[src/rtl/core/complex_fir_filter_macros.svh]
// Assertion macros shared by the complex FIR filter RTL.
// Each macro expands to one labeled concurrent assertion clocked on the rising edge.
`ifndef COMPLEX_FIR_FILTER_MACROS_SVH
`define COMPLEX_FIR_FILTER_MACROS_SVH

// The consequent must hold in the same cycle as the antecedent.
`define CFF_ASSERT_SAME(label, clk, rst_n, ante, cons, msg) \
	label: assert property (@(posedge clk) disable iff (!rst_n) (ante) |-> (cons)) \
		else $error(msg);

// The consequent must hold in the cycle after the antecedent.
`define CFF_ASSERT_NEXT(label, clk, rst_n, ante, cons, msg) \
	label: assert property (@(posedge clk) disable iff (!rst_n) (ante) |=> (cons)) \
		else $error(msg);

`endif

[src/rtl/core/cff_pkg.sv]
// Package of the complex FIR filter: sizes, register indexes, reset values,
// and the command and status structs between controller and datapath. No dependencies.
package cff_pkg;

	localparam int MAX_TAPS     = 32;
	localparam int SAMPLE_BITS  = 16;
	localparam int ACC_BITS     = 40;
	localparam int TAP_BITS     = $clog2(MAX_TAPS);
	localparam int NTAP_BITS    = $clog2(MAX_TAPS + 1);
	localparam int CNT_BITS     = NTAP_BITS;
	localparam int SHIFT_BITS   = 5;
	localparam int PROD_BITS    = 2 * SAMPLE_BITS;
	localparam int SUM_BITS     = PROD_BITS + 1;
	localparam int RND_BITS     = ACC_BITS + 1;
	localparam int IDX_IN_BITS  = 5;

	localparam int CFG_IDX_BITS  = 2;
	localparam int CFG_DATA_BITS = 6;

	localparam logic [CFG_IDX_BITS-1:0] REG_NUM_TAPS  = CFG_IDX_BITS'(0);
	localparam logic [CFG_IDX_BITS-1:0] REG_OUT_SHIFT = CFG_IDX_BITS'(1);

	localparam logic [NTAP_BITS-1:0]  NUM_TAPS_RST  = NTAP_BITS'(32);
	localparam logic [SHIFT_BITS-1:0] OUT_SHIFT_RST = SHIFT_BITS'(15);

	localparam logic signed [RND_BITS-1:0] SAT_HI = RND_BITS'((1 << (SAMPLE_BITS - 1)) - 1);
	localparam logic signed [RND_BITS-1:0] SAT_LO = -SAT_HI - RND_BITS'(1);

	typedef struct packed {
		logic                  shift_in;
		logic                  coef_wr;
		logic                  mac_issue;
		logic                  mac_first;
		logic                  mac_last;
		logic [TAP_BITS-1:0]   x_idx;
		logic [TAP_BITS-1:0]   h_idx;
		logic                  load_out;
		logic                  last_out;
		logic [SHIFT_BITS-1:0] out_shift;
	} cff_cmd_t;

	typedef struct packed {
		logic res_done;
		logic out_free;
	} cff_stat_t;

endpackage

[src/rtl/core/cff_ctrl.sv]
// Controller of the complex FIR filter: configuration registers, block sample count,
// output scheduling and the tap loop. Depends on cff_pkg.
module cff_ctrl (
	input  logic                             clk,
	input  logic                             arst_n,
	input  logic                             item_valid,
	input  logic                             item_kind,
	input  logic                             item_block_end,
	output logic                             item_ready,
	input  logic                             cfg_valid,
	input  logic [cff_pkg::CFG_IDX_BITS-1:0]  cfg_index,
	input  logic [cff_pkg::CFG_DATA_BITS-1:0] cfg_data,
	input  cff_pkg::cff_stat_t               stat,
	output cff_pkg::cff_cmd_t                cmd
);
	import cff_pkg::*;

	typedef enum logic [4:0] {
		ST_IDLE    = 5'b00001,
		ST_NEXT    = 5'b00010,
		ST_MAC     = 5'b00100,
		ST_WAIT    = 5'b01000,
		ST_DELIVER = 5'b10000
	} state_t;

	state_t                state_q;
	logic [CNT_BITS-1:0]   cnt_q;
	logic [NTAP_BITS-1:0]  num_taps_q;
	logic [SHIFT_BITS-1:0] out_shift_q;
	logic                  first_q;
	logic                  end_q;
	logic [TAP_BITS-1:0]   tail_q;
	logic [TAP_BITS-1:0]   d_q;
	logic [TAP_BITS-1:0]   k_q;
	logic [TAP_BITS-1:0]   kmax_q;
	logic                  last_q;

	logic [NTAP_BITS-1:0]  eff_n;
	logic [NTAP_BITS-1:0]  nm1_w;
	logic [TAP_BITS-1:0]   nm1;
	logic [CNT_BITS-1:0]   cnt_new;
	logic [TAP_BITS-1:0]   tail_new;
	logic                  first_new;
	logic [TAP_BITS-1:0]   d_sel;
	logic                  last_sel;
	logic [TAP_BITS-1:0]   kmax_sel;
	logic                  more;
	logic                  item_acc;

	always_comb begin
		if (num_taps_q == '0) begin
			eff_n = NTAP_BITS'(1);
		end else if (num_taps_q > NTAP_BITS'(MAX_TAPS)) begin
			eff_n = NTAP_BITS'(MAX_TAPS);
		end else begin
			eff_n = num_taps_q;
		end
		nm1_w = eff_n - NTAP_BITS'(1);
		nm1   = nm1_w[TAP_BITS-1:0];

		cnt_new   = (cnt_q < CNT_BITS'(MAX_TAPS)) ? cnt_q + CNT_BITS'(1) : cnt_q;
		first_new = (cnt_new >= eff_n);
		// On the final sample the tail flush covers the outputs not yet produced.
		if (item_block_end) begin
			tail_new = (cnt_new < eff_n) ? cnt_new[TAP_BITS-1:0] : nm1;
		end else begin
			tail_new = '0;
		end

		d_sel    = first_q ? nm1 : tail_q - TAP_BITS'(1);
		last_sel = first_q ? (end_q && (tail_q == '0)) : (tail_q == TAP_BITS'(1));
		kmax_sel = (d_sel < nm1) ? d_sel : nm1;
		more     = first_q || (tail_q != '0);
	end

	assign item_ready = (state_q == ST_IDLE);
	assign item_acc   = item_valid && item_ready;

	always_comb begin
		cmd           = '0;
		cmd.out_shift = out_shift_q;
		cmd.shift_in  = item_acc && !item_kind;
		cmd.coef_wr   = item_acc && item_kind;
		cmd.mac_issue = (state_q == ST_MAC);
		cmd.mac_first = (k_q == '0);
		cmd.mac_last  = (k_q == kmax_q);
		cmd.x_idx     = d_q - k_q;
		cmd.h_idx     = nm1 - k_q;
		cmd.load_out  = (state_q == ST_DELIVER) && stat.out_free;
		cmd.last_out  = last_q;
	end

	always_ff @(posedge clk or negedge arst_n) begin
		if (!arst_n) begin
			num_taps_q  <= NUM_TAPS_RST;
			out_shift_q <= OUT_SHIFT_RST;
		end else if (cfg_valid) begin
			unique case (cfg_index)
				REG_NUM_TAPS:  num_taps_q  <= cfg_data[NTAP_BITS-1:0];
				REG_OUT_SHIFT: out_shift_q <= cfg_data[SHIFT_BITS-1:0];
				default: ;
			endcase
		end
	end

	always_ff @(posedge clk or negedge arst_n) begin
		if (!arst_n) begin
			state_q <= ST_IDLE;
			cnt_q   <= '0;
			first_q <= 1'b0;
			end_q   <= 1'b0;
			tail_q  <= '0;
			d_q     <= '0;
			k_q     <= '0;
			kmax_q  <= '0;
			last_q  <= 1'b0;
		end else begin
			unique case (state_q)
				ST_IDLE: begin
					if (item_acc && !item_kind) begin
						cnt_q   <= item_block_end ? '0 : cnt_new;
						first_q <= first_new;
						tail_q  <= tail_new;
						end_q   <= item_block_end;
						if (first_new || (tail_new != '0)) begin
							state_q <= ST_NEXT;
						end
					end
				end
				ST_NEXT: begin
					d_q    <= d_sel;
					last_q <= last_sel;
					kmax_q <= kmax_sel;
					k_q    <= '0;
					if (first_q) begin
						first_q <= 1'b0;
					end else begin
						tail_q <= tail_q - TAP_BITS'(1);
					end
					state_q <= ST_MAC;
				end
				ST_MAC: begin
					k_q <= k_q + TAP_BITS'(1);
					if (k_q == kmax_q) begin
						state_q <= ST_WAIT;
					end
				end
				ST_WAIT: begin
					if (stat.res_done) begin
						state_q <= ST_DELIVER;
					end
				end
				ST_DELIVER: begin
					if (stat.out_free) begin
						state_q <= more ? ST_NEXT : ST_IDLE;
					end
				end
				default: state_q <= ST_IDLE;
			endcase
		end
	end

endmodule

[config.mk]
export PLATFORM = sky130hd
export DESIGN_NAME = cff_ctrl
export DESIGN_NICKNAME = d
export VERILOG_FILES = /design/src/rtl/core/complex_fir_filter_macros.svh /design/src/rtl/core/cff_pkg.sv /design/src/rtl/core/cff_ctrl.sv
export SDC_FILE = /design/constraint.sdc
export NUM_CORES = 1
export LEC_CHECK = 0
export ABC_AREA = 1
export BUFFER_PORTS_ARGS = -buffer_cell sky130_fd_sc_hd__buf_4
export CORE_MARGIN = 4
export CORE_UTILIZATION = 50
export CTS_CLUSTER_SIZE = 16
export DETAILED_ROUTE_END_ITERATION = 12
export PLACE_DENSITY_LB_ADDON = 0.12
export SLEW_MARGIN = 30
export SYNTH_ARGS = -nofsm -noshare
export SYNTH_HDL_FRONTEND = slang
export SYNTH_SLANG_ARGS = --single-unit
[constraint.sdc]
create_clock -name clk -period 3.35 [get_ports clk]
set_input_delay 0.8375 -clock clk [delete_from_list [all_inputs] [get_ports clk]]
set_output_delay 0.8375 -clock clk [all_outputs]
set_load 0.02 [all_outputs]
Yosys cells after proc, flatten, opt, wreduce, memory -nomap -nowiden
Index checks and enable logic that the tools add are counted.
- register bits: 45
- output and inout bits: 23
- word-level logic and storage cells: 80
- reduce and logical (&&, ||, !) cells: 22
- magnitude comparators: 5
- multiplexer cells: 22
- equality and inequality tests: 14
- add/subtract/negate cells: 6
- operator list (cell ; number):
    $mux 5 ; 11
    $pmux 5 s5 ; 1
    $mux 6 ; 4
    $pmux 5 s2 ; 2
    $eq 5x1->1 const B ; 2
    $logic_not 5->1 ; 2
    $reduce_bool 5->1 ; 2
    $sub 5x1->5 const B ; 2
    $sub 5x5->5 ; 2
    $ne 2x2->1 const B ; 4
    $reduce_and 2->1 ; 4
    $add 6x1->6 const B ; 1
    $ge 6x6->1 ; 1
    $gt 6x6->1 const B ; 1
    $logic_not 6->1 ; 1
    $lt 6x6->1 ; 1
    $lt 6x6->1 const B ; 1
    $add 5x1->5 const B ; 1
    $eq 5x2->1 const B ; 1
    $eq 5x3->1 const B ; 1
    $eq 5x4->1 const B ; 1
    $eq 5x5->1 ; 1
    $eq 5x5->1 const B ; 1
    $logic_and 1x1->1 ; 5
    other kinds (12) ; 16

Logic depth before layout (Yosys ltp)
Gate-level depths: netlist (run 1).
- word-level depth: 11
- gate-level depth with buffers: 21
- gate-level depth less buffers: 21

Worst setup path before layout (run 1)
OpenSTA, ideal clock, no wires.
- path kind: register to output
- from: reg num_taps_q[2]
- to: out cmd[11] (netlist name)
- path buffers: 0
- data arrival time: 2.283 ns
- stages on the path, launching flop included: 12
- setup slack: 0.229 ns
- required time: 2.513 ns
- cell sequence: dfrtp_1 > nor2_2 > nand4_1 > nand2_2 > inv_2 > ha_1 > inv_1 > fa_1 > nand3_1 > nand2_1 > xor2_1 > xnor2_1
- RTL lines (what ; line ; RTL):
    start, declared ; cff_ctrl.sv:28 ; logic [NTAP_BITS-1:0] num_taps_q;
    start signal, assigned ; cff_ctrl.sv:99 ; REG_NUM_TAPS: num_taps_q <= cfg_data[NTAP_BITS-1:0];
    end, declared ; cff_ctrl.sv:14 ; output cff_pkg::cff_cmd_t cmd

==> results of run 1 <==
[cells in the mapped netlist, drive strengths merged (2+ instances only)]
master    n
a21oi    11
a31oi     3
buf       5
clkbuf    2
dfrtp    39
dfstp     6
fa        2
ha       25
inv      72
nand2   102
nand3    31
nand3b    2
nand4     9
nor2     28
nor3      2
nor4      3
o21ai    43
o22ai     7
xnor2     9
xor2     10
[area by class of cell]
cell class / instances / area, sq um / share of cell area, %
inverter: 73 / 279 / 7.36
timing repair buffer: 50 / 375 / 9.90
clock inverter: 2 / 13.8 / 0.363
clock buffer: 6 / 82.6 / 2.18
multi-input combinational: 293 / 1810 / 47.8
sequential: 45 / 1130 / 29.9
tap: 75 / 93.8 / 2.48
[state kept, by name (all words and copies together) (netlist names)]
| register | flops |
|---|---|
| out_shift_q | 5 |
| last_q | 1 |
| tail_q | 5 |
| kmax_q | 5 |
| end_q | 1 |
| state_q | 5 |
| d_q | 5 |
| first_q | 1 |
| k_q | 5 |
| num_taps_q | 6 |
| cnt_q | 6 |
[worst min-delay path by stage]
stage | end | slack (ns) | depth (start not counted)
final | state_q[0]$_DFFE_PN1P_ | 0.49 | 2
after global routing | out_shift_q[2]$_DFFE_PN1P_ | 0.52 | 2
after CTS | state_q[0]$_DFFE_PN1P_ | 0.49 | 2
after detailed placement | out_shift_q[4]$_DFFE_PN0P_ | 0.48 | 2
after global placement | d_q[2]$_DFFE_PN0P_ | 0.47 | 2
after floorplan | d_q[0]$_DFFE_PN0P_ | 0.45 | 2
[metrics by stage]
step,instances,setup WS (ns)
after CTS,544,0.00363
final,544,0.00961
after detailed placement,528,0.105
after floorplan,418,0.229
after global routing,544,-0.0955
after global placement,528,0.222
[cells by family (layout without fill, tap and decap cells)]
kind of cell,count (synthesis),count (layout),share of synthesized area (%)
and+or+nand+nor,178,178,26.2
buffers and inverters,80,131,9.73
AOI/OAI and AO/OA,69,69,11.8
DFF,45,45,35.7
adders and majority gates,27,27,11.1
xor gates and xnor gates,19,19,5.48
[what timing repair did]
item	in CTS	in global routing
buffers inserted	8	0
resized for setup	7	9
pin swaps	9	8
setup endpoints to repair	2	1
[routing by layer]
metal	track usage (%)	wire length, um	vias up
met5	0	0	-
met4	7.67	173	0
met3	4.14	379	17
met2	37.3	3990	76
met1	26.7	3180	1319
li1	-	-	1457
[power by group]
part | total (uW) | internal [uW] | leakage [uW] | switching, uW
Clock | 368 | 168 | 0.0000512 | 201
Combinational | 2500 | 966 | 0.00135 | 1530
Sequential | 905 | 744 | 0.000564 | 161
[worst register-to-register path, delay by kind of cell (launching register included)]
family,cells,cell delay (ns)
buf+inv,5,0.42
fa+ha+maj,2,0.43
compound gates,5,0.69
flops,1,0.40
simple gates,8,0.87
==> metrics.csv, run 1 <==
stage;metric;value;unit
global_routing;vias in the first global route;2834;
sta;Worst-Margin Slew;0.586;ns
clocking;clk slew on worst S/H paths;0.09;ns
sta;hold slack;0.488;ns
routing;Vias/cell;5.27;
die;die width;87.7;um
routing;wire per inst;14.2;um
die;Starting Density;52.7;%
logic_synthesis;FFs w/ async S/R, synth;100;%
placement;routability congestion estimate;0.852;
die;# IOs;39;
sta;min Tclk post-route;3.34;ns
logic_synthesis;ranking of synthesized cells by area;dfrtp_1 (31%), nand2_1 (11%), ha_1 (9.9%), inv_1 (7.6%), o21ai_0 (5.5%);
routing;post-route ant nets;0;
worst_setup_path;worst r2r src;num_taps_q[3]$_DFFE_PN0P_;
worst_setup_path;Levels on crit path;12;
worst_setup_path;Setup CP Type;reg -> out;
worst_setup_path;worst-path fanout max;5;
worst_setup_path;Critical Path End Type;output pin;
sta;Slew Viols, Final;0;
routing;vias;2869;
worst_setup_path;launch point of the worst path;num_taps_q[3]$_DFFE_PN0P_;
global_routing;largest net degree at the start of global routing;46;
power_and_ir_drop;Leak;0.00196;uW
logic_synthesis;sequential share of the synthesized area;35.7;%
die;row count;28;
clocking;total CTS buffers;5;
clocking;hold_buf cts;0;
routing;drt first-iter violations;135;
worst_setup_path;Worst path slowest cell;dfrtp_1;
outcome;status;finished clean;
die;die area;7690;sq um
finish;ratio of cells with drive above 1 in the final layout;23.5;%
logic_synthesis;#FFs+latches synth;45;
worst_setup_path;CP bufs+invs;3;
logic_synthesis;syn_nets;461;
worst_setup_path;crit-path cells;nor2_2, nand4_1, nand2_2, inv_4, ha_4, inv_4, fa_2, nand3_2, nand2_2, xor2_2, xnor2_1, buf_4;
worst_setup_path;Worst Setup Start Kind;flip-flop;
routing;DRC violations left;0;
logic_synthesis;number of synthesis warnings;0;
clocking;Skew-Pair Late Insertion Delay;0.30;ns
logic_synthesis;area fraction of the dominant cell type after synthesis;30.7;%
routing;WL final;7730;um
die;placeable core region;6030;sq um
logic_synthesis;Mapped Area;3180;sq um
finish;Net count, final;511;
sta;RSZ-0062 raised after global routing;true;
global_routing;overall routing resource usage;21.5;%
sta;skew final;0.00375;ns
worst_setup_path;reg2reg setup slack;0.41;ns
placement;HPWL Detailed;5890;um
clocking;Root Buffer;clkbuf_8;
logic_synthesis;Main synth FF type;dfrtp_1;
sta;total negative slack;0;ns
finish;Area Overhead vs Synth;19.4;%
worst_setup_path;CP arrival;2.50;ns
clocking;H-tree lvl count;2;
logic_synthesis;area leader, netlist;dfrtp_1;
worst_setup_path;max incr delay on CP;0.40;ns
global_routing;GRT overflow;0;
sta;period utilisation layout;99.7;%
logic_synthesis;cells after synthesis;418;
power_and_ir_drop;Peak VDD IR;715;uV
worst_setup_path;required time of the worst setup path;2.51;ns
routing;number of iterations in the first detailed-routing pass;5;
worst_setup_path;crit path to;cmd[11];
run;max_cap viols;0;
logic_synthesis;Syn Area/Cell;7.60;sq um
global_routing;first-pass GRT wire length;13100;um
min_path;Worst Hold Class;reg -> reg;
min_path;hold path start;state_q[0]$_DFFE_PN1P_;
finish;most common cell after layout, fill and taps aside;nand2_1;
placement;Placement Cell Area;3550;sq um
finish;fill cell count;550;
global_routing;initial antenna violation count;0;
power_and_ir_drop;Pwr Density;995;nW/um^2
finish;final core utilization;62.9;%
clocking;CTS Buffer Depth;2;
die;Die Y;87.7;um
power_and_ir_drop;total design power;3770;uW
worst_setup_path;FF-to-FF End;kmax_q[0]$_DFFE_PN0P_;
sta;Max Freq;299;MHz
worst_setup_path;CP delay by family, top;adder cells;
clocking;TritonCTS clock tree;done;
finish;Antenna Cells;0;
clocking;Clock Sinks;45;
sta;final setup vio count;0;
logic_synthesis;EDFF count, synth;0;
logic_synthesis;Distinct cells, synth;39;
finish;post-route cell area;3790;sq um
placement;Port Buf Inserts;38;
sta;Slew headroom;60.9;%
sta;Final Hold Viols;0;
worst_setup_path;R2R depth;20;
finish;most frequent cells in the layout;nand2_1 (86), inv_1 (63), buf_4 (50);
Power figures use the tool's default switching activity.
==> inputs of run 2 (changes only) <==
==> constraint.sdc (replaced) <==
create_clock -name clk -period 4.1 [get_ports clk]
set_input_delay 1.025 -clock clk [delete_from_list [all_inputs] [get_ports clk]]
set_output_delay 1.025 -clock clk [all_outputs]
set_load 0.02 [all_outputs]
==> run 2 against run 1 <==
- register-to-register slack better by 0.48 ns
- setup slack gained 0.37 ns
- clock power is 4% lower
- wire length down 3.7%
- sequential cell count unchanged
- cell count down 1.8%
- non-clock buffer count is 10 lower
- clock skew is 0.00051 ns higher
- first-iteration DRC count down 3.7%
- critical path depth increased by 2
- core utilization shrank 2.3 points
==> metrics.csv, run 2 (synthesis gave the netlist of run 1 again) <==
stage;metric;value;unit
clocking;Post-CTS Setup Inserts;0;
routing;post-route ant nets;0;
routing;DRC violations left;0;
placement;placed cells;526;
routing;WL final;7440;um
min_path;Hold Path End;out_shift_q[3]$_DFFE_PN1P_;
finish;final std cells w/o fill;534;
worst_setup_path;worst r2r src;num_taps_q[5]$_DFFE_PN1P_;
clocking;hold_buf cts;0;
sta;final worst slack;0.375;ns
finish;final core utilization;60.6;%
clocking;total CTS buffers;5;
sta;Max Freq;268;MHz
finish;most common cell after layout, fill and taps aside;nand2_1;
global_routing;largest net degree at the start of global routing;46;
global_routing;overall routing resource usage;21.3;%
worst_setup_path;Setup CP Type;reg -> out;
sta;final setup vio count;0;
placement;Port Buf Inserts;38;
sta;Slew headroom;60.7;%
clocking;Skew-Pair Late Insertion Delay;0.30;ns
die;# IOs;39;
clocking;Root Buffer;clkbuf_8;
min_path;hold path start;out_shift_q[3]$_DFFE_PN1P_;
finish;Antenna Cells;0;
sta;period utilisation layout;90.9;%
die;die area;7690;sq um
outcome;status;finished clean;
worst_setup_path;FF-to-FF End;kmax_q[0]$_DFFE_PN0P_;
min_path;Worst Hold Depth;2;
placement;HPWL Detailed;5890;um
die;Starting Density;52.7;%
die;Die Y;87.7;um
power_and_ir_drop;Leak;0.00190;uW
min_path;Worst Hold Class;reg -> reg;
sta;Final Hold Viols;0;
clocking;Resize count post-CTS;0;
global_routing;initial antenna violation count;0;
sta;Slew Viols, Final;0;
sta;total negative slack;0;ns
run;max_cap viols;0;
routing;vias;2814;
sta;Worst-Margin Slew;0.590;ns
clocking;CTS Buffer Depth;2;
worst_setup_path;Worst Setup Start Kind;flip-flop;
finish;ratio of cells with drive above 1 in the final layout;19.0;%
global_routing;GRT overflow;0;
routing;Vias/cell;5.27;
sta;min Tclk post-route;3.73;ns
worst_setup_path;R2R depth;20;
global_routing;first-pass GRT wire length;12700;um
finish;fill cell count;575;
sta;skew final;0.00426;ns
clocking;TritonCTS clock tree;done;
worst_setup_path;worst-path fanout max;7;
routing;number of iterations in the first detailed-routing pass;4;
clocking;Clock Sinks;45;
routing;wire per inst;13.9;um
placement;routability congestion estimate;0.876;
finish;Area Overhead vs Synth;15.0;%
power_and_ir_drop;Peak VDD IR;526;uV
routing;drt first-iter violations;130;
finish;Net count, final;501;
worst_setup_path;CP arrival;2.70;ns
die;row count;28;
clocking;H-tree lvl count;2;
finish;biggest regs;cnt_q x6, num_taps_q x6;
finish;register area;1130;sq um
power_and_ir_drop;Pwr Density;835;nW/um^2
die;die width;87.7;um
die;placeable core region;6030;sq um
sta;RSZ-0062 raised after global routing;false;
worst_setup_path;reg2reg setup slack;0.89;ns
clocking;clk slew on worst S/H paths;0.08;ns
sta;hold slack;0.496;ns
finish;multi-input logic area;1730;sq um
worst_setup_path;Critical Path End Type;output pin;
placement;pre-CTS WS;0.708;ns
finish;most frequent cells in the layout;nand2_1 (89), inv_1 (64), buf_4 (40);
worst_setup_path;required time of the worst setup path;3.07;ns
global_routing;vias in the first global route;2787;
==> run 2: cell types whose count changed in the layout (fill, tap and decap cells not counted), moves of 2 or more <==
cell,previous run,this run
nand3_2,5,2
buf_4,50,40
ha_4,3,0
nand3_1,26,29
ha_1,22,25
nand2_4,2,0
nand2_1,86,89
inv_4,2,0
==> run 2: worst max-delay path by stage <==
stage	start	end	slack, ns	depth (start not counted)
floorplan	num_taps_q[2]$_DFFE_PN0P_	cmd[11]	0.79	11
global placement	num_taps_q[2]$_DFFE_PN0P_	cmd[11]	0.76	12
detailed placement	num_taps_q[5]$_DFFE_PN1P_	cmd[11]	0.71	14
CTS	num_taps_q[5]$_DFFE_PN1P_	cmd[11]	0.36	14
global route	num_taps_q[5]$_DFFE_PN1P_	cmd[11]	0.13	14
finish	num_taps_q[5]$_DFFE_PN1P_	cmd[11]	0.37	14
==> run 2: power by group <==
part           internal [uW]  switching [uW]
combinational            735            1220
clock                    199             154
sequential               608             135
total                   1540            1510
==> run 2: worst max-delay path, stage by stage, from the launching register on <==
cell,delay [ns]
dfstp_2,0.55
inv_2,0.07
nand4_1,0.10
nand2_2,0.10
inv_2,0.10
ha_1,0.21
inv_1,0.05
nand3_1,0.09
nand2_1,0.12
ha_1,0.37
nand3_1,0.09
nand2_1,0.08
xor2_1,0.17
xnor2_1,0.13
buf_4,0.16
==> run 2: per-layer routing <==
layer | share of wire [%] | global-route usage [%] | vias up
li1 | - | - | 1434
met1 | 42 | 24.6 | 1311
met2 | 52 | 38.8 | 55
met3 | 3.7 | 3.86 | 14
met4 | 2.4 | 7.81 | 0
met5 | 0 | 0 | -
==> run 2: cell type report <==
cell class	count	share of cell area (%)
Multi-Input combinational cell	293	47.5
Sequential cell	45	31.0
Timing Repair Buffer	40	8.22
Inverter	73	7.51
Tap cell	75	2.57
Clock buffer	7	2.36
Clock inverter	1	0.822
==> run 2: per-stage QoR <==
stage	total power, uW	instance area [sq um]
3_3_place_gp	2660	3530
2_1_floorplan	2150	3180
5_1_grt	3360	3650
3_5_place_dp	2710	3530
6_report	3050	3650
4_1_cts	3070	3650
